File: src/hw/rtl/hmt_pkg.sv
// Package for the heartbeat membership table: field widths, codes,
// table row and result types shared by the RTL. No dependencies.
`default_nettype none

package hmt_pkg;

    localparam int IdW    = 32;
    localparam int PortW  = 16;
    localparam int BeatW  = 32;
    localparam int TimeW  = 32;
    localparam int CfgDataW = 32;

    localparam logic [TimeW-1:0]    BUMP_AFTER       = 32'd3;
    localparam logic [IdW-1:0]      OWN_ID_RESET     = 32'd1;
    localparam logic [PortW-1:0]    OWN_PORT_RESET   = 16'd0;
    localparam logic [TimeW-1:0]    FAIL_TO_RESET    = 32'd5;
    localparam logic [TimeW-1:0]    REMOVE_TO_RESET  = 32'd20;

    typedef enum logic [1:0] {
        OP_MERGE = 2'd0,
        OP_REPLY = 2'd1,
        OP_BUMP  = 2'd2,
        OP_DUMP  = 2'd3
    } op_t;

    typedef enum logic [2:0] {
        ST_UPDATED   = 3'd0,
        ST_UNCHANGED = 3'd1,
        ST_INSERTED  = 3'd2,
        ST_FULL      = 3'd3,
        ST_NOTFOUND  = 3'd4,
        ST_ENTRY     = 3'd5,
        ST_SKIPPED   = 3'd6
    } status_t;

    typedef enum logic [1:0] {
        REG_OWN_ID    = 2'd0,
        REG_OWN_PORT  = 2'd1,
        REG_FAIL_TO   = 2'd2,
        REG_REMOVE_TO = 2'd3
    } cfg_idx_t;

    typedef enum logic [2:0] {
        S_IDLE,
        S_FIND0,
        S_FIND,
        S_RESP,
        S_DUMP0,
        S_DUMP,
        S_FLUSH
    } state_t;

    typedef struct packed {
        logic [IdW-1:0]   id;
        logic [PortW-1:0] port;
        logic [BeatW-1:0] beat;
        logic [TimeW-1:0] stamp;
    } entry_t;

    typedef struct packed {
        logic [IdW-1:0]   own_id;
        logic [PortW-1:0] own_port;
        logic [TimeW-1:0] fail_to;
        logic [TimeW-1:0] remove_to;
    } cfg_t;

    typedef struct packed {
        logic             push;
        status_t          status;
        logic [IdW-1:0]   id;
        logic [PortW-1:0] port;
        logic [BeatW-1:0] beat;
        logic             last;
    } res_t;

    function automatic logic [BeatW-1:0] sat_inc(input logic [BeatW-1:0] v);
        return (v == '1) ? v : v + 32'd1;
    endfunction

endpackage

`default_nettype wire

File: src/hw/rtl/hmt_if.sv
// Channel interfaces of the heartbeat membership table: request, result
// and configuration write channels. Depends on hmt_pkg for widths.
`default_nettype none


interface hmt_rsp_if;
    logic                       valid;
    logic                       ready;
    logic [2:0]                 status;
    logic [hmt_pkg::IdW-1:0]    out_id;
    logic [hmt_pkg::PortW-1:0]  out_port;
    logic [hmt_pkg::BeatW-1:0]  out_beat;
    logic                       last;

    modport source (output valid, status, out_id, out_port, out_beat, last,
                    input ready);
    modport sink   (input valid, status, out_id, out_port, out_beat, last,
                    output ready);
endinterface


`default_nettype wire

File: src/hw/rtl/hmt_out.sv
// Result output register of the membership table: holds one word until
// the sink takes it. Depends on hmt_pkg and hmt_if.
`default_nettype none

module hmt_out (
    input  wire logic          clk,
    input  wire logic          rst_n,
    input  wire hmt_pkg::res_t res,
    output logic               can_push,
    hmt_rsp_if.source          rsp
);

    logic                          valid_reg;
    hmt_pkg::status_t              status_reg;
    logic [hmt_pkg::IdW-1:0]       id_reg;
    logic [hmt_pkg::PortW-1:0]     port_reg;
    logic [hmt_pkg::BeatW-1:0]     beat_reg;
    logic                          last_reg;

    assign can_push = !valid_reg || rsp.ready;

    always_ff @(posedge clk or negedge rst_n)
    begin
        if (!rst_n)
        begin
            valid_reg <= 1'b0;
        end
        else if (res.push)
        begin
            valid_reg <= 1'b1;
        end
        else if (rsp.ready)
        begin
            valid_reg <= 1'b0;
        end
    end

    always_ff @(posedge clk)
    begin
        if (res.push)
        begin
            status_reg <= res.status;
            id_reg     <= res.id;
            port_reg   <= res.port;
            beat_reg   <= res.beat;
            last_reg   <= res.last;
        end
    end

    assign rsp.valid    = valid_reg;
    assign rsp.status   = status_reg;
    assign rsp.out_id   = id_reg;
    assign rsp.out_port = port_reg;
    assign rsp.out_beat = beat_reg;
    assign rsp.last     = last_reg;

endmodule

`default_nettype wire

File: src/flat_wrapper.sv
// flat-port wrapper written by rule: the top's interface ports become plain ports
module hmt_out_flat 
  (clk, rst_n, res, can_push, rsp_valid, rsp_status, rsp_out_id, rsp_out_port, rsp_out_beat, rsp_last, rsp_ready);
  hmt_rsp_if rsp_i ();
  input  wire logic clk;
  input  wire logic rst_n;
  input  wire hmt_pkg::res_t res;
  output logic can_push;
  output wire logic [$bits(rsp_i.valid)-1:0] rsp_valid;
  output wire logic [$bits(rsp_i.status)-1:0] rsp_status;
  output wire logic [$bits(rsp_i.out_id)-1:0] rsp_out_id;
  output wire logic [$bits(rsp_i.out_port)-1:0] rsp_out_port;
  output wire logic [$bits(rsp_i.out_beat)-1:0] rsp_out_beat;
  output wire logic [$bits(rsp_i.last)-1:0] rsp_last;
  input wire logic [$bits(rsp_i.ready)-1:0] rsp_ready;
  assign rsp_valid = rsp_i.valid;
  assign rsp_status = rsp_i.status;
  assign rsp_out_id = rsp_i.out_id;
  assign rsp_out_port = rsp_i.out_port;
  assign rsp_out_beat = rsp_i.out_beat;
  assign rsp_last = rsp_i.last;
  assign rsp_i.ready = rsp_ready;
  hmt_out u_core (.clk(clk), .rst_n(rst_n), .res(res), .can_push(can_push), .rsp(rsp_i));
endmodule
File: config.mk
export PLATFORM = sky130hd
export DESIGN_NAME = hmt_out_flat
export DESIGN_NICKNAME = d
export VERILOG_FILES = /design/src/hw/rtl/hmt_pkg.sv /design/src/hw/rtl/hmt_if.sv /design/src/hw/rtl/hmt_out.sv /design/src/flat_wrapper.sv
export SDC_FILE = /design/constraint.sdc
export NUM_CORES = 1
export LEC_CHECK = 0
export BUFFER_PORTS_ARGS = -buffer_cell sky130_fd_sc_hd__buf_2
export CAP_MARGIN = 10
export CORE_AREA = 2 2 80 82
export DETAILED_ROUTE_END_ITERATION = 10
export DIE_AREA = 0 0 82 84
export GPL_TIMING_DRIVEN = 0
export PLACE_DENSITY = 0.82
export SYNTH_ARGS = -nofsm -noshare
export SYNTH_HDL_FRONTEND = slang
export SYNTH_SLANG_ARGS = --single-unit
File: constraint.sdc
create_clock -name clk -period 1.24 [get_ports clk]
set_input_delay 0.372 -clock clk [delete_from_list [all_inputs] [get_ports clk]]
set_output_delay 0.372 -clock clk [all_outputs]
set_load 0.03 [all_outputs]
==> results.json <==
{
  "status": "finished with violations",
  "violations": "setup timing",
  "cts_tree": "done",
  "wl_per_cell_um": 16.67,
  "cts_buffers": 9,
  "syn-num-nets": 175,
  "grt_start_max_net_pins": 86,
  "drc": 0,
  "setup_viol": 62,
  "chipHeight_um": 84,
  "grt_pass1_wl_um": 8666,
  "period_share_pct": 107.3,
  "grt_antenna_before_repair": 1,
  "power_density_nw_per_um2": 1556,
  "clk_pin_slew_ns": 0.09,
  "fin_ws_ns": -0.09075,
  "max_freq_mhz": 751.5,
  "critPathKind": "reg -> out",
  "slew_headroom_pct": 50.81,
  "cp_num_buf_inv": 1,
  "synth_cell_types": 4,
  "start_kind": "flip-flop",
  "placed_cells": 337,
  "insertion_delay_ns": 0.34,
  "p_switching_mw": 1.669,
  "share_comb_of_total_power_pct": 17.0,
  "final_common_cell": "buf_2",
  "utilization_pct": 70.73,
  "cp_cell_sequence": "nand2b_4 -> buf_6",
  "coreArea_um2": 6096,
  "cp_top_family": "flip-flops",
  "io_pins": 174,
  "grt-ovfl-total": 0,
  "path_max_fanout": 2,
  "totalWireLength_um": 5951,
  "clock_power_share_pct": 30.4,
  "crit_arrival_ns": 0.96,
  "cpPeakStageDelay_ns": 0.41,
  "start_util_pct": 42.16,
  "track_usage_pct": 17.91,
  "drv_slew": 0,
  "hold_violations": 0,
  "nNetsFinal": 362,
  "synthCells": 87,
  "sw_frac_of_total_pct": 24.89,
  "intPower_mw": 5.038,
  "skew_ns": 0,
  "seq_power_share_pct": 52.6,
  "area_delta_synth_final_pct": 67.77,
  "gp_congestion": 0.7296,
  "antenna_left": 0,
  "drv_cap": 0,
  "synth-seq-cells": 85,
  "tightest_slew_ns": 0.7378,
  "synth_warnings": 0,
  "cts.sinks": 85,
  "peakVddDrop_mv": 1.023,
  "final_cell_mix": "buf_2, buf_6, edfxtp_1",
  "required_ns": 0.87,
  "period_minus_slack_ns": 1.331,
  "stdcell_count": 357,
  "hold_class": "in -> reg",
  "avgSynthCellArea_um2": 29.54,
  "slowest_stage": "dfrtp_1",
  "ys_seq_area_share_pct": 99.12,
  "syn-cell-area_um2": 2570,
  "drt-vias-per-instance": 4.378,
  "die-area_um2": 6888,
  "drt_iter0_markers": 71,
  "via_count": 1563,
  "power_mw": 6.708,
  "power.static_leakage_nw": 1.816,
  "row_count": 29,
  "fp.dieW_um": 82,
  "cts-root-buf": "clkbuf_8",
  "clock_path_buffers": 2,
  "rsz0062_at_grt": "true",
  "first_pass_iters": 3,
  "ctsHtreeMaxLevel": 3,
  "numPortBuffers": 173,
  "drive_above_1_share_pct": 68.46,
  "cp-end-kind": "output port",
  "grt_pass1_vias": 1652
}
-- final cells by class --
type	count	area, um2
clock buffer	9	123.9
antenna	1	2.502
tap	77	96.34
multi-input combinational	2	22.52
sequential	85	2547
timing repair buffer	176	1429
fill	382	1784
clock inverter	7	90.09
-- metrics by stage --
step / setup WS [ns] / setup TNS, ns / hold slack [ns] / cell area (um2)
floorplan: 0.1964 / 0 / 0.07641 / 2570
global placement: -0.7981 / -67.49 / 0.1464 / 3532
detailed placement: -0.3436 / -28.71 / 0.1509 / 3535
CTS: -0.1106 / -3.133 / 0.1803 / 4298
global route: -0.1289 / -4.248 / 0.1845 / 4309
finish: -0.09075 / -1.195 / 0.2035 / 4312
-- worst register-to-register path: stages (launching register included) --
cell and delay [ns]:
dfrtp_1 0.41, nand2b_4 0.08, buf_4 0.10, buf_4 0.10
nand2b_2 0.05
-- power groups by stage --
stage               clock network [mW]  logic, mW  registers (mW)
floorplan                            0     0.0111            4.00
global placement                     0      0.860            3.53
detailed placement                   0      0.879            3.54
CTS                               2.11       1.13            3.53
global route                      2.21       1.19            3.55
finish                            2.04       1.14            3.53
-- kinds of logic after synthesis --
kind of cell and share of synthesized area, %:
DFF 99.12, and+or+nand+nor 0.8763
-- metal layers --
metal / vias up / GRT usage [%] / routed length, um
met3: 8 / 7.576 / 666
li1: 726 / - / -
met4: 0 / 9.242 / 95
met5: - / 0 / 0
met2: 111 / 27.86 / 2893
met1: 718 / 20.93 / 2295
-- worst paths after layout --
kind	startpoint	cells past startpoint	slack (ns)	endpoint
max reg2reg	u_core.rsp.valid	4	0.39	u_core.rsp.valid
max in group asynchronous	rst_n	2	0.81	u_core.rsp.valid
min reg2reg	u_core.rsp.valid	4	0.78	u_core.rsp.valid
max	u_core.rsp.valid	2	-0.09	can_push
min	res[27]	1	0.20	u_core.rsp.out_beat[26]
min in group asynchronous	rst_n	2	0.34	u_core.rsp.valid
-- cell usage after synthesis, drive strengths merged --
cell type	number	area, um2
edfxtp	84	2522
nand2b	2	22.52
dfrtp	1	25.02
-- timing repair --
item | CTS | global route
endpoints found under the hold margin | 1 | 0
setup endpoints to repair | 86 | 170
resized for setup | 170 | 1
hold buffers | 1 | 0
buffers inserted | 1 | 1
Note: power is estimated with default switching activity, not from simulation.
